==> src/rtl/asgr_pkg.sv <==
// ----------------------------------------------------------------------------
// asgr_pkg: shared types and constants of the sgr colour parser
// codepoint constants, palette tables, queue sizing and register indexes
// ----------------------------------------------------------------------------
package asgr_pkg;

   localparam int CP_W        = 21;
   localparam int RGB_W       = 24;
   localparam int ALPHA_W     = 8;
   localparam int CSR_IDX_W   = 2;
   localparam int CSR_DATA_W  = 24;

   localparam int QUEUE_DEPTH = 4;
   localparam int QPTR_W      = $clog2(QUEUE_DEPTH);
   localparam int QCNT_W      = $clog2(QUEUE_DEPTH + 1);

   localparam logic [CP_W-1:0] CP_ESC      = 21'h00001B;
   localparam logic [CP_W-1:0] CP_LBRACKET = 21'h00005B;
   localparam logic [CP_W-1:0] CP_M        = 21'h00006D;
   localparam logic [CP_W-1:0] CP_SEMI     = 21'h00003B;
   localparam logic [CP_W-1:0] CP_ZERO     = 21'h000030;
   localparam logic [CP_W-1:0] CP_NINE     = 21'h000039;

   localparam logic [7:0] SGR_RESET    = 8'd0;
   localparam logic [7:0] SGR_BOLD     = 8'd1;
   localparam logic [7:0] SGR_NOT_BOLD = 8'd22;
   localparam logic [7:0] SGR_FG_FIRST = 8'd30;
   localparam logic [7:0] SGR_FG_LAST  = 8'd37;

   localparam logic [2:0] PAL_IDX_RESET = 3'd7;

   typedef enum logic [CSR_IDX_W-1:0] {
      CSR_TOP_RGB      = 2'd0,
      CSR_TOP_ALPHA    = 2'd1,
      CSR_BOTTOM_RGB   = 2'd2,
      CSR_BOTTOM_ALPHA = 2'd3
   } asgr_csr_type;

   // colour in effect for one character
   typedef struct packed {
      logic       is_default;
      logic       bold_table;
      logic [2:0] index;
   } asgr_colour_type;

   // one queued character waiting for colour lookup
   typedef struct packed {
      logic [CP_W-1:0] codepoint;
      asgr_colour_type colour;
   } asgr_entry_type;

   // queue status seen by the producer and consumer
   typedef struct packed {
      logic full;
      logic empty;
   } asgr_qstat_type;

   function automatic logic [RGB_W-1:0] palette_rgb(input logic bold, input logic [2:0] idx);
      logic [RGB_W-1:0] rgb;
      rgb = '0;
      if (bold) begin
         case (idx)
            3'd0: rgb = 24'h808080;
            3'd1: rgb = 24'hFF0000;
            3'd2: rgb = 24'h00FF00;
            3'd3: rgb = 24'hFFFF00;
            3'd4: rgb = 24'h5C5CFF;
            3'd5: rgb = 24'hFF00FF;
            3'd6: rgb = 24'h00FFFF;
            default: rgb = 24'hFFFFFF;
         endcase
      end else begin
         case (idx)
            3'd0: rgb = 24'h000000;
            3'd1: rgb = 24'hCC0000;
            3'd2: rgb = 24'h00CC00;
            3'd3: rgb = 24'hCCCC00;
            3'd4: rgb = 24'h0000ED;
            3'd5: rgb = 24'hCC00CC;
            3'd6: rgb = 24'h00CCCC;
            default: rgb = 24'hBFBFBF;
         endcase
      end
      return rgb;
   endfunction

endpackage

==> src/rtl/asgr_front.sv <==
// ----------------------------------------------------------------------------
// asgr_front: escape sequence parser
// strips sgr sequences, tracks colour state and pushes kept characters
// ----------------------------------------------------------------------------
module asgr_front (
   input  logic                        clock,
   input  logic                        reset,
   input  logic                        req_valid,
   output logic                        req_ready,
   input  logic [asgr_pkg::CP_W-1:0]   req_codepoint,
   input  logic                        req_end_of_string,
   input  asgr_pkg::asgr_qstat_type    qstat,
   output logic                        push,
   output asgr_pkg::asgr_entry_type    push_entry
);
   import asgr_pkg::*;

   typedef enum logic [2:0] {
      PH_TEXT = 3'b001,
      PH_ESC  = 3'b010,
      PH_SEQ  = 3'b100
   } asgr_phase_type;

   asgr_phase_type  phase_ff, phase_in;
   logic [7:0]      acc_ff, acc_in;
   logic            bold_ff, bold_in;
   logic [2:0]      pal_ff, pal_in;
   asgr_colour_type colour_ff, colour_in;

   logic            accept;
   logic            emit;
   logic            is_digit;
   logic            is_m;
   logic            is_semi;
   logic [11:0]     acc_prod;
   logic [7:0]      fg_off;
   // state after the code action of this character
   logic            act_bold;
   logic [2:0]      act_pal;
   asgr_colour_type act_colour;

   assign req_ready = !qstat.full;
   assign accept    = req_valid && req_ready;
   assign is_m      = (req_codepoint == CP_M);
   assign is_semi   = (req_codepoint == CP_SEMI);
   assign is_digit  = (req_codepoint >= CP_ZERO) && (req_codepoint <= CP_NINE);
   assign fg_off    = acc_ff - SGR_FG_FIRST;

   // 10 * code + digit, saturating at 255
   assign acc_prod = ({4'd0, acc_ff} << 3) + ({4'd0, acc_ff} << 1)
                   + {8'd0, req_codepoint[3:0]};

   always_comb begin
      act_bold   = bold_ff;
      act_pal    = pal_ff;
      act_colour = colour_ff;
      if (acc_ff == SGR_RESET) begin
         act_bold   = 1'b0;
         act_pal    = PAL_IDX_RESET;
         act_colour = '{is_default: 1'b1, bold_table: 1'b0, index: PAL_IDX_RESET};
      end else if (acc_ff == SGR_BOLD) begin
         act_bold   = 1'b1;
         act_colour = '{is_default: 1'b0, bold_table: 1'b1, index: pal_ff};
      end else if (acc_ff == SGR_NOT_BOLD) begin
         act_bold   = 1'b0;
         act_colour = '{is_default: 1'b0, bold_table: 1'b0, index: pal_ff};
      end else if (acc_ff >= SGR_FG_FIRST && acc_ff <= SGR_FG_LAST) begin
         act_pal    = fg_off[2:0];
         act_colour = '{is_default: 1'b0, bold_table: bold_ff, index: fg_off[2:0]};
      end
   end

   always_comb begin
      phase_in  = phase_ff;
      acc_in    = acc_ff;
      bold_in   = bold_ff;
      pal_in    = pal_ff;
      colour_in = colour_ff;
      emit      = 1'b0;
      unique case (phase_ff)
         PH_ESC: begin
            if (req_codepoint == CP_LBRACKET) begin
               phase_in = PH_SEQ;
               acc_in   = 8'd0;
               emit     = req_end_of_string;
            end else begin
               phase_in = PH_TEXT;
               emit     = 1'b1;
            end
         end
         PH_SEQ: begin
            if (is_m || is_semi) begin
               bold_in   = act_bold;
               pal_in    = act_pal;
               colour_in = act_colour;
               acc_in    = 8'd0;
            end
            if (is_m) begin
               phase_in = PH_TEXT;
            end else begin
               if (is_digit) begin
                  acc_in = (acc_prod > 12'd255) ? 8'hFF : acc_prod[7:0];
               end
               emit = req_end_of_string;
            end
         end
         default: begin
            phase_in = PH_TEXT;
            if (req_codepoint == CP_ESC) begin
               if (!req_end_of_string) begin
                  phase_in = PH_ESC;
               end
            end else begin
               emit = 1'b1;
            end
         end
      endcase
      if (req_end_of_string) begin
         phase_in  = PH_TEXT;
         acc_in    = 8'd0;
         bold_in   = 1'b0;
         pal_in    = PAL_IDX_RESET;
         colour_in = '{is_default: 1'b1, bold_table: 1'b0, index: PAL_IDX_RESET};
      end
   end

   // the character leaves with the colour in effect after its own code action
   assign push                 = accept && emit;
   assign push_entry.codepoint = req_codepoint;
   assign push_entry.colour    = (phase_ff == PH_SEQ && is_semi) ? act_colour : colour_ff;

   always_ff @(posedge clock) begin
      if (reset) begin
         phase_ff  <= PH_TEXT;
         acc_ff    <= 8'd0;
         bold_ff   <= 1'b0;
         pal_ff    <= PAL_IDX_RESET;
         colour_ff <= '{is_default: 1'b1, bold_table: 1'b0, index: PAL_IDX_RESET};
      end else if (accept) begin
         phase_ff  <= phase_in;
         acc_ff    <= acc_in;
         bold_ff   <= bold_in;
         pal_ff    <= pal_in;
         colour_ff <= colour_in;
      end
   end

   // end of string brings the parser back to plain text with a clear code
   a_eos_reset: assert property (@(posedge clock) disable iff (reset)
      accept && req_end_of_string |=> phase_ff == PH_TEXT && acc_ff == 8'd0
         && colour_ff.is_default)
      else $error("parser state not cleared at end of string");

   // an sgr terminator is never shown
   a_m_hidden: assert property (@(posedge clock) disable iff (reset)
      accept && phase_ff == PH_SEQ && is_m |-> !push)
      else $error("sequence terminator pushed as a character");

endmodule

==> src/rtl/asgr_queue.sv <==
// ----------------------------------------------------------------------------
// asgr_queue: small character queue
// decouples the parser from the colour lookup and output stage
// ----------------------------------------------------------------------------
module asgr_queue (
   input  logic                     clock,
   input  logic                     reset,
   input  logic                     push,
   input  asgr_pkg::asgr_entry_type push_entry,
   input  logic                     pop,
   output asgr_pkg::asgr_entry_type head,
   output asgr_pkg::asgr_qstat_type qstat
);
   import asgr_pkg::*;

   asgr_entry_type    mem_ff [QUEUE_DEPTH];
   logic [QPTR_W-1:0] wr_ptr_ff;
   logic [QPTR_W-1:0] rd_ptr_ff;
   logic [QCNT_W-1:0] count_ff, count_in;
   logic              do_push;
   logic              do_pop;

   assign qstat.full  = (count_ff == QCNT_W'(QUEUE_DEPTH));
   assign qstat.empty = (count_ff == '0);
   assign do_push     = push && !qstat.full;
   assign do_pop      = pop && !qstat.empty;
   assign head        = mem_ff[rd_ptr_ff];

   always_comb begin
      count_in = count_ff;
      if (do_push && !do_pop) begin
         count_in = count_ff + 1'b1;
      end else if (do_pop && !do_push) begin
         count_in = count_ff - 1'b1;
      end
   end

   always_ff @(posedge clock) begin
      if (do_push) begin
         mem_ff[wr_ptr_ff] <= push_entry;
      end
   end

   always_ff @(posedge clock) begin
      if (reset) begin
         wr_ptr_ff <= '0;
         rd_ptr_ff <= '0;
         count_ff  <= '0;
      end else begin
         if (do_push) begin
            wr_ptr_ff <= wr_ptr_ff + 1'b1;
         end
         if (do_pop) begin
            rd_ptr_ff <= rd_ptr_ff + 1'b1;
         end
         count_ff <= count_in;
      end
   end

   a_count_range: assert property (@(posedge clock) disable iff (reset)
      count_ff <= QCNT_W'(QUEUE_DEPTH))
      else $error("queue count beyond depth");

   // occupancy always matches the pointer distance
   a_ptr_count: assert property (@(posedge clock) disable iff (reset)
      (wr_ptr_ff - rd_ptr_ff) == count_ff[QPTR_W-1:0])
      else $error("queue pointers disagree with count");

endmodule

==> src/rtl/asgr_back.sv <==
// ----------------------------------------------------------------------------
// asgr_back: colour lookup and output register
// holds the default colour registers, resolves palette entries, drives rsp
// ----------------------------------------------------------------------------
module asgr_back (
   input  logic                           clock,
   input  logic                           reset,
   input  logic                           csr_we,
   input  logic [asgr_pkg::CSR_IDX_W-1:0] csr_index,
   input  logic [asgr_pkg::CSR_DATA_W-1:0] csr_wdata,
   input  asgr_pkg::asgr_entry_type       head,
   input  asgr_pkg::asgr_qstat_type       qstat,
   output logic                           pop,
   output logic                           rsp_valid,
   input  logic                           rsp_ready,
   output logic [asgr_pkg::CP_W-1:0]      rsp_char_out,
   output logic [asgr_pkg::RGB_W-1:0]     rsp_top_rgb,
   output logic [asgr_pkg::ALPHA_W-1:0]   rsp_top_alpha,
   output logic [asgr_pkg::RGB_W-1:0]     rsp_bottom_rgb,
   output logic [asgr_pkg::ALPHA_W-1:0]   rsp_bottom_alpha
);
   import asgr_pkg::*;

   logic [RGB_W-1:0]   top_rgb_cfg_ff;
   logic [ALPHA_W-1:0] top_alpha_cfg_ff;
   logic [RGB_W-1:0]   bottom_rgb_cfg_ff;
   logic [ALPHA_W-1:0] bottom_alpha_cfg_ff;

   logic               valid_ff;
   logic [CP_W-1:0]    char_ff;
   logic [RGB_W-1:0]   top_ff, top_in;
   logic [RGB_W-1:0]   bottom_ff, bottom_in;
   logic [ALPHA_W-1:0] top_alpha_ff;
   logic [ALPHA_W-1:0] bottom_alpha_ff;
   logic [RGB_W-1:0]   pal_rgb;

   always_ff @(posedge clock) begin
      if (reset) begin
         top_rgb_cfg_ff      <= 24'hFFFFFF;
         top_alpha_cfg_ff    <= 8'hFF;
         bottom_rgb_cfg_ff   <= 24'hFFFFFF;
         bottom_alpha_cfg_ff <= 8'hFF;
      end else if (csr_we) begin
         unique case (csr_index)
            CSR_TOP_RGB:      top_rgb_cfg_ff      <= csr_wdata;
            CSR_TOP_ALPHA:    top_alpha_cfg_ff    <= csr_wdata[ALPHA_W-1:0];
            CSR_BOTTOM_RGB:   bottom_rgb_cfg_ff   <= csr_wdata;
            CSR_BOTTOM_ALPHA: bottom_alpha_cfg_ff <= csr_wdata[ALPHA_W-1:0];
            default: ;
         endcase
      end
   end

   assign pal_rgb   = palette_rgb(head.colour.bold_table, head.colour.index);
   assign top_in    = head.colour.is_default ? top_rgb_cfg_ff : pal_rgb;
   assign bottom_in = head.colour.is_default ? bottom_rgb_cfg_ff : pal_rgb;

   // load the output register whenever it is empty or being drained
   assign pop = !qstat.empty && (!valid_ff || rsp_ready);

   always_ff @(posedge clock) begin
      if (pop) begin
         char_ff         <= head.codepoint;
         top_ff          <= top_in;
         bottom_ff       <= bottom_in;
         top_alpha_ff    <= top_alpha_cfg_ff;
         bottom_alpha_ff <= bottom_alpha_cfg_ff;
      end
   end

   always_ff @(posedge clock) begin
      if (reset) begin
         valid_ff <= 1'b0;
      end else if (pop) begin
         valid_ff <= 1'b1;
      end else if (rsp_ready) begin
         valid_ff <= 1'b0;
      end
   end

   assign rsp_valid        = valid_ff;
   assign rsp_char_out     = char_ff;
   assign rsp_top_rgb      = top_ff;
   assign rsp_top_alpha    = top_alpha_ff;
   assign rsp_bottom_rgb   = bottom_ff;
   assign rsp_bottom_alpha = bottom_alpha_ff;

   // a palette colour is shared by top and bottom
   a_pal_shared: assert property (@(posedge clock) disable iff (reset)
      pop && !head.colour.is_default |=> rsp_top_rgb == rsp_bottom_rgb)
      else $error("palette colour differs between top and bottom");

endmodule

==> src/rtl/ansi_sgr_colour_parser.sv <==
// ----------------------------------------------------------------------------
// ansi_sgr_colour_parser: sgr escape stripper with per-character colour
// parser front end, four-entry character queue, colour lookup back end
// ----------------------------------------------------------------------------
// One codepoint is taken per clock on the req channel, with end_of_string
// marking the last codepoint of a string. SGR sequences (ESC '[' codes 'm')
// are removed; codes 0, 1, 22 and 30-37 change the colour, others are ignored.
// Every other character comes out on the rsp channel with its top and bottom
// colour and alpha, either the programmed defaults or an entry of the normal
// or bold palette. A kept character is written into the queue when its
// request is taken and is then loaded into the output register once that
// register is empty or being drained; sustained rate is one request per clock
// while the queue is not full. The four-entry queue absorbs rsp
// stalls: req_ready drops only when it is full. Configuration registers
// (0 top rgb, 1 top alpha, 2 bottom rgb, 3 bottom alpha) are written through
// csr_we and take effect at once; write them only while no character is in
// flight.
// ----------------------------------------------------------------------------
module ansi_sgr_colour_parser (
   input  logic                              clock,
   input  logic                              reset,
   // request channel
   input  logic                              req_valid,
   output logic                              req_ready,
   input  logic [asgr_pkg::CP_W-1:0]         req_codepoint,
   input  logic                              req_end_of_string,
   // response channel
   output logic                              rsp_valid,
   input  logic                              rsp_ready,
   output logic [asgr_pkg::CP_W-1:0]         rsp_char_out,
   output logic [asgr_pkg::RGB_W-1:0]        rsp_top_rgb,
   output logic [asgr_pkg::ALPHA_W-1:0]      rsp_top_alpha,
   output logic [asgr_pkg::RGB_W-1:0]        rsp_bottom_rgb,
   output logic [asgr_pkg::ALPHA_W-1:0]      rsp_bottom_alpha,
   // configuration write port
   input  logic                              csr_we,
   input  logic [asgr_pkg::CSR_IDX_W-1:0]    csr_index,
   input  logic [asgr_pkg::CSR_DATA_W-1:0]   csr_wdata
);
   import asgr_pkg::*;

   // front to queue
   logic           push;
   asgr_entry_type push_entry;
   // queue to back
   logic           pop;
   asgr_entry_type head;
   asgr_qstat_type qstat;

   // parser: one step per request, pushes only displayable characters
   asgr_front u_front (
      .clock             (clock),
      .reset             (reset),
      .req_valid         (req_valid),
      .req_ready         (req_ready),
      .req_codepoint     (req_codepoint),
      .req_end_of_string (req_end_of_string),
      .qstat             (qstat),
      .push              (push),
      .push_entry        (push_entry)
   );

   // character queue between parser and output
   asgr_queue u_queue (
      .clock      (clock),
      .reset      (reset),
      .push       (push),
      .push_entry (push_entry),
      .pop        (pop),
      .head       (head),
      .qstat      (qstat)
   );

   // colour resolution and output register
   asgr_back u_back (
      .clock            (clock),
      .reset            (reset),
      .csr_we           (csr_we),
      .csr_index        (csr_index),
      .csr_wdata        (csr_wdata),
      .head             (head),
      .qstat            (qstat),
      .pop              (pop),
      .rsp_valid        (rsp_valid),
      .rsp_ready        (rsp_ready),
      .rsp_char_out     (rsp_char_out),
      .rsp_top_rgb      (rsp_top_rgb),
      .rsp_top_alpha    (rsp_top_alpha),
      .rsp_bottom_rgb   (rsp_bottom_rgb),
      .rsp_bottom_alpha (rsp_bottom_alpha)
   );

endmodule
==> config.mk <==
export PLATFORM = sky130hd
export DESIGN_NAME = ansi_sgr_colour_parser
export DESIGN_NICKNAME = d
export VERILOG_FILES = /design/src/rtl/asgr_pkg.sv /design/src/rtl/asgr_front.sv /design/src/rtl/asgr_queue.sv /design/src/rtl/asgr_back.sv /design/src/rtl/ansi_sgr_colour_parser.sv
export SDC_FILE = /design/constraint.sdc
export NUM_CORES = 1
export LEC_CHECK = 0
export ABC_AREA = 1
export BUFFER_PORTS_ARGS = -buffer_cell sky130_fd_sc_hd__clkbuf_2
export CAP_MARGIN = 20
export CORE_MARGIN = 3
export CORE_UTILIZATION = 58
export DETAILED_ROUTE_END_ITERATION = 8
export PLACE_DENSITY = 0.88
export SLEW_MARGIN = 15
export SYNTH_ARGS = -nofsm -noshare
export SYNTH_HDL_FRONTEND = slang
export SYNTH_HIERARCHICAL = 1
export SYNTH_SLANG_ARGS = --single-unit
==> constraint.sdc <==
create_clock -name clock -period 7.9 [get_ports clock]
set_clock_uncertainty 0.2 [all_clocks]
set_input_delay 0.79 -clock clock [delete_from_list [all_inputs] [get_ports clock]]
set_output_delay 0.79 -clock clock [all_outputs]
set_load 0.01 [all_outputs]
==> impl_summary.txt, run 1 <==
----------------------------------------------------
[Pwr]
  Lkg Pwr ... 6.020 nW
  Maximum VDD drop ... 0.0001779 V
  Pwr dens ... 316.9 nW/um^2
  Final Total Pwr ... 0.004420 W

[Logic synthesis]
  Mux cell area share after synthesis ... 0.09165%
  Fraction of the yosys area taken by sequential cells ... 61.51%
  Most numerous cell in the Yosys netlist ... sky130_fd_sc_hd__nand2_1
  Most area-hungry cell type in the Yosys netlist ... sky130_fd_sc_hd__edfxtp_1
  Post-synthesis sequential element count ... 283
  Warning count from the yosys run ... 6
  Post-synthesis share of cell area spent on xor and xnor gates ... 0.3564%
  Mean area per synthesized cell ... 9.705 um^2
  Number of instances in the synthesized netlist ... 1266
  Simple-Gate Fraction of Synth Area ... 23.38%
  Number of enable flip-flop cells after synthesis ... 189
  Number of nets in the synthesized netlist ... 1342
  Compound-gate portion of the synthesized area ... 5.794%
  Leading post-synthesis cells by instance count ... sky130_fd_sc_hd__nand2_1 (379), sky130_fd_sc_hd__edfxtp_1 (189), sky130_fd_sc_hd__nand3_1 (129)
  Ys async rst share ... 0%
  Fraction of the mapped netlist area in adder cells ... 2.525%
  Fraction of post-synthesis cell area in the top cell type by area ... 46.19%
  Number of unique standard cell types used by synthesis ... 47
  Area of the mapped netlist ... 12290 um^2
  Combinational family with the most area after synthesis ... simple AND/OR/NAND/NOR gates
  Cell types occupying the most area after synthesis ... sky130_fd_sc_hd__edfxtp_1 (46%), sky130_fd_sc_hd__dfxtp_1 (15%), sky130_fd_sc_hd__nand2_1 (12%)
  Main synth FF type ... sky130_fd_sc_hd__edfxtp_1

[Hold path]
  Hold Path Class ... reg2reg

[Timing]
  Final count of hold timing violations ... 0
  Total of endpoints with negative setup slack in the final report ... 0
  Post-Route Hold Slack ... 236.6 ps
  Final-report max-slew violation count ... 0
  Setup repair after global routing missed its margin ... false
  Slew @ Worst Pin ... 697.0 ps
  Final worst setup slack ... 4787 ps
  Period minus WS final ... 3113 ps
  Max Clk Rate ... 321.2 MHz
  Worst slew margin relative to its limit ... 53.53%
  Aggregate negative setup slack ... 0 ps
  Final worst-path cycle share ... 39.40%

[Clock tree]
  Bufs on Longest Clock Path ... 3
  CTS resizes ... 0
  Number of buffers created by CTS ... 28
  Cts hold-fix bufs ... 0
  Clock sinks ... 283
  Number of setup buffers added after CTS ... 0
  CTS tree ... built
  Clock insertion delay at the later pin of the skew report ... 550 ps
  Clock Tree Root ... sky130_fd_sc_hd__clkbuf_16
  Count of H-tree levels built during CTS ... 1
  Clock-pin slew on the worst setup and hold paths ... 60 ps

[Routing]
  Drt initial violations ... 900
  Detailed-router iteration count before antenna repair ... 6
  Via count ... 9428
  Remaining number of nets flagged by the antenna check after routing ... 0
  Average wire length per cell after detail routing ... 16.68 um
  Detailed-route DRC error count ... 0
  Mean number of vias per cell ... 5.639
  Detailed Route WL ... 27.90 mm

[Final layout]
  Sequential cell area ... 7557 um^2
  Fillers ... 1428
  Area used by multi-input combinational logic ... 3985 um^2
  Area added between synthesis and finish ... 13.53%
  Final Net Count ... 1457
  Antenna Cells ... 0
  Share of layout cells above drive strength 1 ... 17.12%

[Critical path]
  Critical Path Sink ... u_queue/count_ff[1]
  Reg2Reg Setup Slack ... 4820 ps
  CP Class ... in2reg
  Startpoint of the most critical setup path ... req_codepoint[17]
  Max FO, Critical Path ... 5
  Worst Reg2Reg Path Length in Cells ... 12
  Kind of start point of the critical path ... input pin
  Reg-to-reg critical path startpoint ... u_front/acc_ff[2]
  Worst Setup End Kind ... flop
  Reg2Reg Capture Point ... u_front/acc_ff[7]
  Required time of the worst setup path ... 8110 ps
  CP Data Arrival Time ... 3330 ps

[Floorplanning]
  DIE WIDTH ... 151.5 um
  Die Height ... 151.5 um
  Number of placed I/O pins ... 140
  Core Rows ... 52
  Total Die Area ... 22970 um^2
  Starting Density ... 59.95%
  Core footprint ... 20490 um^2

[Placed design]
  Pre-CTS setup slack ... 4395 ps
  DP HPWL ... 18.36 mm
  Final RePlAce weighted congestion ... 0.9016
  Total of buffers placed on input and output ports ... 139

[Global routing]
  Overall track demand over capacity in global routing ... 23.98%
  Pin count of the biggest net entering global routing ... 65
  Total gr overflow ... 0
  Number of antenna violations at the first check in global routing ... 0
  First-pass GRT wire length ... 44.19 mm
  Vias in the first global route ... 9117

[Status]
  Outcome ... complete, no violations

[Flow run]
  Number of max-capacitance violations reported ... 0

----------------------------------------------------
[layout make-up]
type                       count  share of cell area, %
tap                          270                  2.422
timing repair buffer         150                  5.669
clock buffer                  37                  5.552
sequential                   283                  54.18
multi-input combinational    827                  28.57
inverter                      91                  2.476
clock inverter                14                  1.139
[cell families after synthesis]
family          after synthesis
compound gates              130
mux                           1
simple gates                668
xor+xnor                      5
flops                       283
buf+inv                     156
fa+ha+maj                    23
[how the worst min path moves through the flow]
| stage | start | to | slack, ps | cells past startpoint |
|---|---|---|---|---|
| floorplan | u_back/bottom_alpha_cfg_ff[0] | u_back/rsp_bottom_alpha[0] | 210 | 0 |
| CTS | u_back/bottom_alpha_cfg_ff[0] | u_back/rsp_bottom_alpha[0] | 240 | 0 |
| detailed placement | u_back/top_alpha_cfg_ff[1] | u_back/rsp_top_alpha[1] | 220 | 0 |
| global route | u_back/bottom_alpha_cfg_ff[6] | u_back/rsp_bottom_alpha[6] | 240 | 0 |
| global placement | u_back/top_alpha_cfg_ff[2] | u_back/rsp_top_alpha[2] | 210 | 0 |
| finish | u_back/bottom_alpha_cfg_ff[6] | u_back/rsp_bottom_alpha[6] | 240 | 0 |
[critical path, cell delays in order]
cell and delay, ps:
sky130_fd_sc_hd__clkbuf_2 120, sky130_fd_sc_hd__nor2_1 190, sky130_fd_sc_hd__nand2_1 170, sky130_fd_sc_hd__nor2_8 160, sky130_fd_sc_hd__nand3_2 120, sky130_fd_sc_hd__o21ai_0 200
sky130_fd_sc_hd__o211ai_1 120, sky130_fd_sc_hd__nand2_1 110, sky130_fd_sc_hd__inv_1 90, sky130_fd_sc_hd__nand2_2 170, sky130_fd_sc_hd__inv_1 120, sky130_fd_sc_hd__ha_1 230
sky130_fd_sc_hd__inv_1 90, sky130_fd_sc_hd__fa_1 420, sky130_fd_sc_hd__o21ai_0 160, sky130_fd_sc_hd__nor2_1 50
[power breakdown]
part / internal [W] / switching (W)
clock: 0.000787 / 0.000536
combinational: 0.000303 / 0.000753
sequential: 0.00195 / 0.0000930
[through the flow]
step	cells	area, um^2	utilization (%)
3_3_place_gp	1620	13000	63.41
2_1_floorplan	1266	12290	-
6_report	1672	13950	68.06
3_5_place_dp	1620	13000	63.41
5_1_grt	1672	13950	68.06
4_1_cts	1671	13930	67.97
[cell usage in the layout, fill, tap and decap left out, types with 4 or more instances in the layout]
cell,count
sky130_fd_sc_hd__clkbuf_2,139
sky130_fd_sc_hd__nor3_1,5
sky130_fd_sc_hd__buf_4,10
sky130_fd_sc_hd__clkbuf_16,28
sky130_fd_sc_hd__nor2_1,121
sky130_fd_sc_hd__nand3_1,129
sky130_fd_sc_hd__nor2_2,6
sky130_fd_sc_hd__inv_2,11
sky130_fd_sc_hd__clkinv_1,6
sky130_fd_sc_hd__clkbuf_8,4
sky130_fd_sc_hd__nand3_2,8
sky130_fd_sc_hd__nand2_1,379
sky130_fd_sc_hd__edfxtp_1,189
sky130_fd_sc_hd__o21ai_1,21
sky130_fd_sc_hd__a21oi_1,27
sky130_fd_sc_hd__inv_1,76
sky130_fd_sc_hd__clkbuf_1,5
sky130_fd_sc_hd__o22ai_1,26
sky130_fd_sc_hd__clkinv_2,5
sky130_fd_sc_hd__nand2_2,5
sky130_fd_sc_hd__ha_1,20
sky130_fd_sc_hd__dfxtp_1,94
sky130_fd_sc_hd__o21ai_0,47
[metal layers]
layer / track usage, % / vias to the layer above / part of all wire [%]
li1: - / 4453 / -
met1: 30.88 / 4392 / 38
met2: 40.65 / 501 / 49
met3: 3.926 / 82 / 9.7
met4: 9.793 / 0 / 3.2
met5: 0 / - / 0
[registers in the layout, indices dropped and copies added, names as in the netlist, 5 cells and up, named ones only]
| signal | count |
|---|---|
| u_back/bottom_alpha_cfg_ff | 8 |
| u_back/bottom_rgb_cfg_ff | 24 |
| u_back/rsp_char_out | 21 |
| u_back/rsp_bottom_rgb | 24 |
| u_queue/mem_ff | 104 |
| u_back/rsp_top_rgb | 24 |
| u_back/rsp_top_alpha | 8 |
| u_front/acc_ff | 8 |
| u_back/top_alpha_cfg_ff | 8 |
| u_front/colour_ff | 5 |
| u_back/top_rgb_cfg_ff | 24 |
| u_back/rsp_bottom_alpha | 8 |
(Power assumes the default switching activity.)
==> run 2, diff against run 1 <==
==> constraint.sdc (replaced) <==
create_clock -name clock -period 3.1 [get_ports clock]
set_clock_uncertainty 0.2 [all_clocks]
set_input_delay 0.31 -clock clock [delete_from_list [all_inputs] [get_ports clock]]
set_output_delay 0.31 -clock clock [all_outputs]
set_load 0.01 [all_outputs]
==> impl_summary.txt, run 2 (synthesized netlist as in run 1, its figures left out) <==
----------------------------------------------------
[Critical path]
  Cell with the biggest individual delay on the critical path ... sky130_fd_sc_hd__dlygate4sd3_1
  Max incr delay on CP ... 550 ps
  Kind of start point of the critical path ... input pin
  Reg-to-reg critical path startpoint ... u_front/phase_ff[0]
  Startpoint of the most critical setup path ... req_codepoint[12]
  Max FO, Critical Path ... 7
  Worst Reg2Reg Path Length in Cells ... 18
  Required time of the worst setup path ... 3320 ps
  Worst Setup End Kind ... flop
  CP Class ... in2reg
  Reg2Reg Capture Point ... u_queue/count_ff[2]
  CP Data Arrival Time ... 3210 ps
  Reg2Reg Setup Slack ... 280 ps
  Critical Path Sink ... u_queue/count_ff[1]
  Ordered list of cells on the worst path ... dlygate4sd3_1, buf_2, nor2_1, nand2_1, nor2_4, nand3_2, o21ai_0, o211ai_1, nand2_1, inv_1, nand2_2, inv_2, ha_2, inv_2, fa_1, o21ai_1, nor2_1

[Timing]
  Worst slew margin relative to its limit ... 57.92%
  Post-Route Hold Slack ... 32.66 ps
  Period minus WS final ... 2994 ps
  Slew @ Worst Pin ... 631.2 ps
  Final-report max-slew violation count ... 0
  Total of endpoints with negative setup slack in the final report ... 0
  Final worst-path cycle share ... 96.57%
  Final worst setup slack ... 106.4 ps
  Final count of hold timing violations ... 0
  Max Clk Rate ... 334.0 MHz

[Final layout]
  Area added between synthesis and finish ... 19.52%
  Sequential cell area ... 7561 um^2
  Largest reg by FF count ... u_queue/mem_ff
  Area used by multi-input combinational logic ... 4013 um^2
  Share of layout cells above drive strength 1 ... 18.63%
  Final Net Count ... 1514
  Most frequent cells in the layout ... sky130_fd_sc_hd__nand2_1 (377), sky130_fd_sc_hd__edfxtp_1 (189), sky130_fd_sc_hd__clkbuf_2 (136)
  Most common cell after layout, fill and taps aside ... sky130_fd_sc_hd__nand2_1
  Fillers ... 1286
  Max FFs per register ... 104

[Floorplanning]
  Core Rows ... 52
  Starting Density ... 59.95%
  Core footprint ... 20490 um^2
  Number of placed I/O pins ... 140
  DIE WIDTH ... 151.5 um
  Die Height ... 151.5 um
  Total Die Area ... 22970 um^2

[Flow run]
  Number of max-capacitance violations reported ... 0

[Placed design]
  DP HPWL ... 17.79 mm
  Total of buffers placed on input and output ports ... 139
  Final RePlAce weighted congestion ... 0.8908
  Pre-CTS setup slack ... 129.4 ps

[Global routing]
  Total gr overflow ... 0
  Overall track demand over capacity in global routing ... 25.83%
  Vias in the first global route ... 9437
  First-pass GRT wire length ... 47.27 mm
  Pin count of the biggest net entering global routing ... 88
  Number of antenna violations at the first check in global routing ... 1

[Clock tree]
  Bufs on Longest Clock Path ... 3
  Count of H-tree levels built during CTS ... 1
  Clock insertion delay at the later pin of the skew report ... 540 ps
  Clock sinks ... 283
  Number of buffers created by CTS ... 28
  Clock Tree Root ... sky130_fd_sc_hd__clkbuf_16
  CTS tree ... built
  Clock-pin slew on the worst setup and hold paths ... 60 ps

[Routing]
  Detailed Route WL ... 30.42 mm
  Remaining number of nets flagged by the antenna check after routing ... 0
  Detailed-router iteration count before antenna repair ... 6
  Via count ... 9885
  Drt initial violations ... 1191
  Mean number of vias per cell ... 5.711
  Detailed-route DRC error count ... 0
  Average wire length per cell after detail routing ... 17.57 um

[Pwr]
  Lkg Pwr ... 6.328 nW
  Pwr dens ... 811.7 nW/um^2
  Maximum VDD drop ... 0.0005720 V

[Status]
  Outcome ... complete, no violations

[Hold path]
  Hold Path Class ... in2reg

----------------------------------------------------
==> run 2: changes by cell type in the layout (fill, tap and decap cells not counted), moves of 3 or more <==
| cell | before | now |
|---|---|---|
| sky130_fd_sc_hd__inv_2 | 11 | 14 |
| sky130_fd_sc_hd__clkbuf_2 | 139 | 136 |
| sky130_fd_sc_hd__dlygate4sd3_1 | 0 | 46 |
| sky130_fd_sc_hd__clkinvlp_4 | 0 | 4 |
| sky130_fd_sc_hd__dfxtp_1 | 94 | 91 |
| sky130_fd_sc_hd__bufinv_16 | 3 | 8 |
| sky130_fd_sc_hd__nor2_2 | 6 | 10 |
| sky130_fd_sc_hd__buf_4 | 10 | 21 |
| sky130_fd_sc_hd__nor2_1 | 121 | 117 |
| sky130_fd_sc_hd__clkbuf_8 | 4 | 1 |
| sky130_fd_sc_hd__inv_1 | 76 | 73 |
| sky130_fd_sc_hd__dfxtp_2 | 0 | 3 |
| sky130_fd_sc_hd__clkbuf_1 | 5 | 0 |
==> run 2: metrics by stage <==
stage / area, um^2 / TNS [ps] / utilization [%] / cells / power, W
2_1_floorplan: 12310 / -615.9 / - / 1266 / 0.007005
3_3_place_gp: 13100 / 0 / 63.93 / 1631 / 0.007819
3_5_place_dp: 13100 / 0 / 63.93 / 1631 / 0.007932
4_1_cts: 14650 / 0 / 71.50 / 1730 / 0.01187
5_1_grt: 14690 / -119.9 / 71.65 / 1731 / 0.01241
6_report: 14690 / 0 / 71.65 / 1731 / 0.01192
==> run 2: critical path: cells and delay by family <==
kind,cells,cell delay (ps)
AOI/OAI and AO/OA,3,430
buffers and inverters,5,950
adders and majority gates,2,600
and+or+nand+nor,7,890
==> run 2: report_power, final <==
group          switching (W)  total (W)  internal [W]
combinational        0.00193    0.00278      0.000856
sequential          0.000274    0.00524       0.00497
clock                0.00149    0.00390       0.00241
==> run 2: worst min-delay path by stage <==
stage / slack (ps) / endpoint / cells after the start / startpoint
final: 30 / u_back/bottom_alpha_cfg_ff[3] / 4 / csr_index[1]
after global routing: 50 / u_back/bottom_alpha_cfg_ff[3] / 4 / csr_index[1]
after CTS: 20 / u_back/bottom_alpha_cfg_ff[3] / 4 / csr_index[1]
after detailed placement: 210 / u_back/rsp_bottom_alpha[0] / 0 / u_back/bottom_alpha_cfg_ff[0]
after global placement: 210 / u_back/rsp_bottom_alpha[0] / 0 / u_back/bottom_alpha_cfg_ff[0]
after floorplan: 170 / u_queue/count_ff[0] / 1 / reset
==> run 2: cell type report <==
type,instances,area share (%)
Timing Repair Buffer,207,9.151
Sequential cell,283,51.49
Clock inverter,22,2.335
Clock buffer,30,5.035
Inverter,91,2.352
Tap cell,270,2.300
Antenna cell,1,0.01704
Multi-Input combinational cell,827,27.32
==> run 2: what timing repair did <==
action                                 CTS  global route
hold buffers                            47             0
buffers inserted                         0             1
setup endpoints to repair                0            10
endpoints found under the hold margin  152             0
gates resized for setup                  0            12
==> run 2: routing by layer <==
metal | track usage, % | wire [um]
met1 | 33.52 | 11580
met2 | 44.12 | 14970
met3 | 3.986 | 2815
met4 | 9.748 | 1061
met5 | 0 | 0
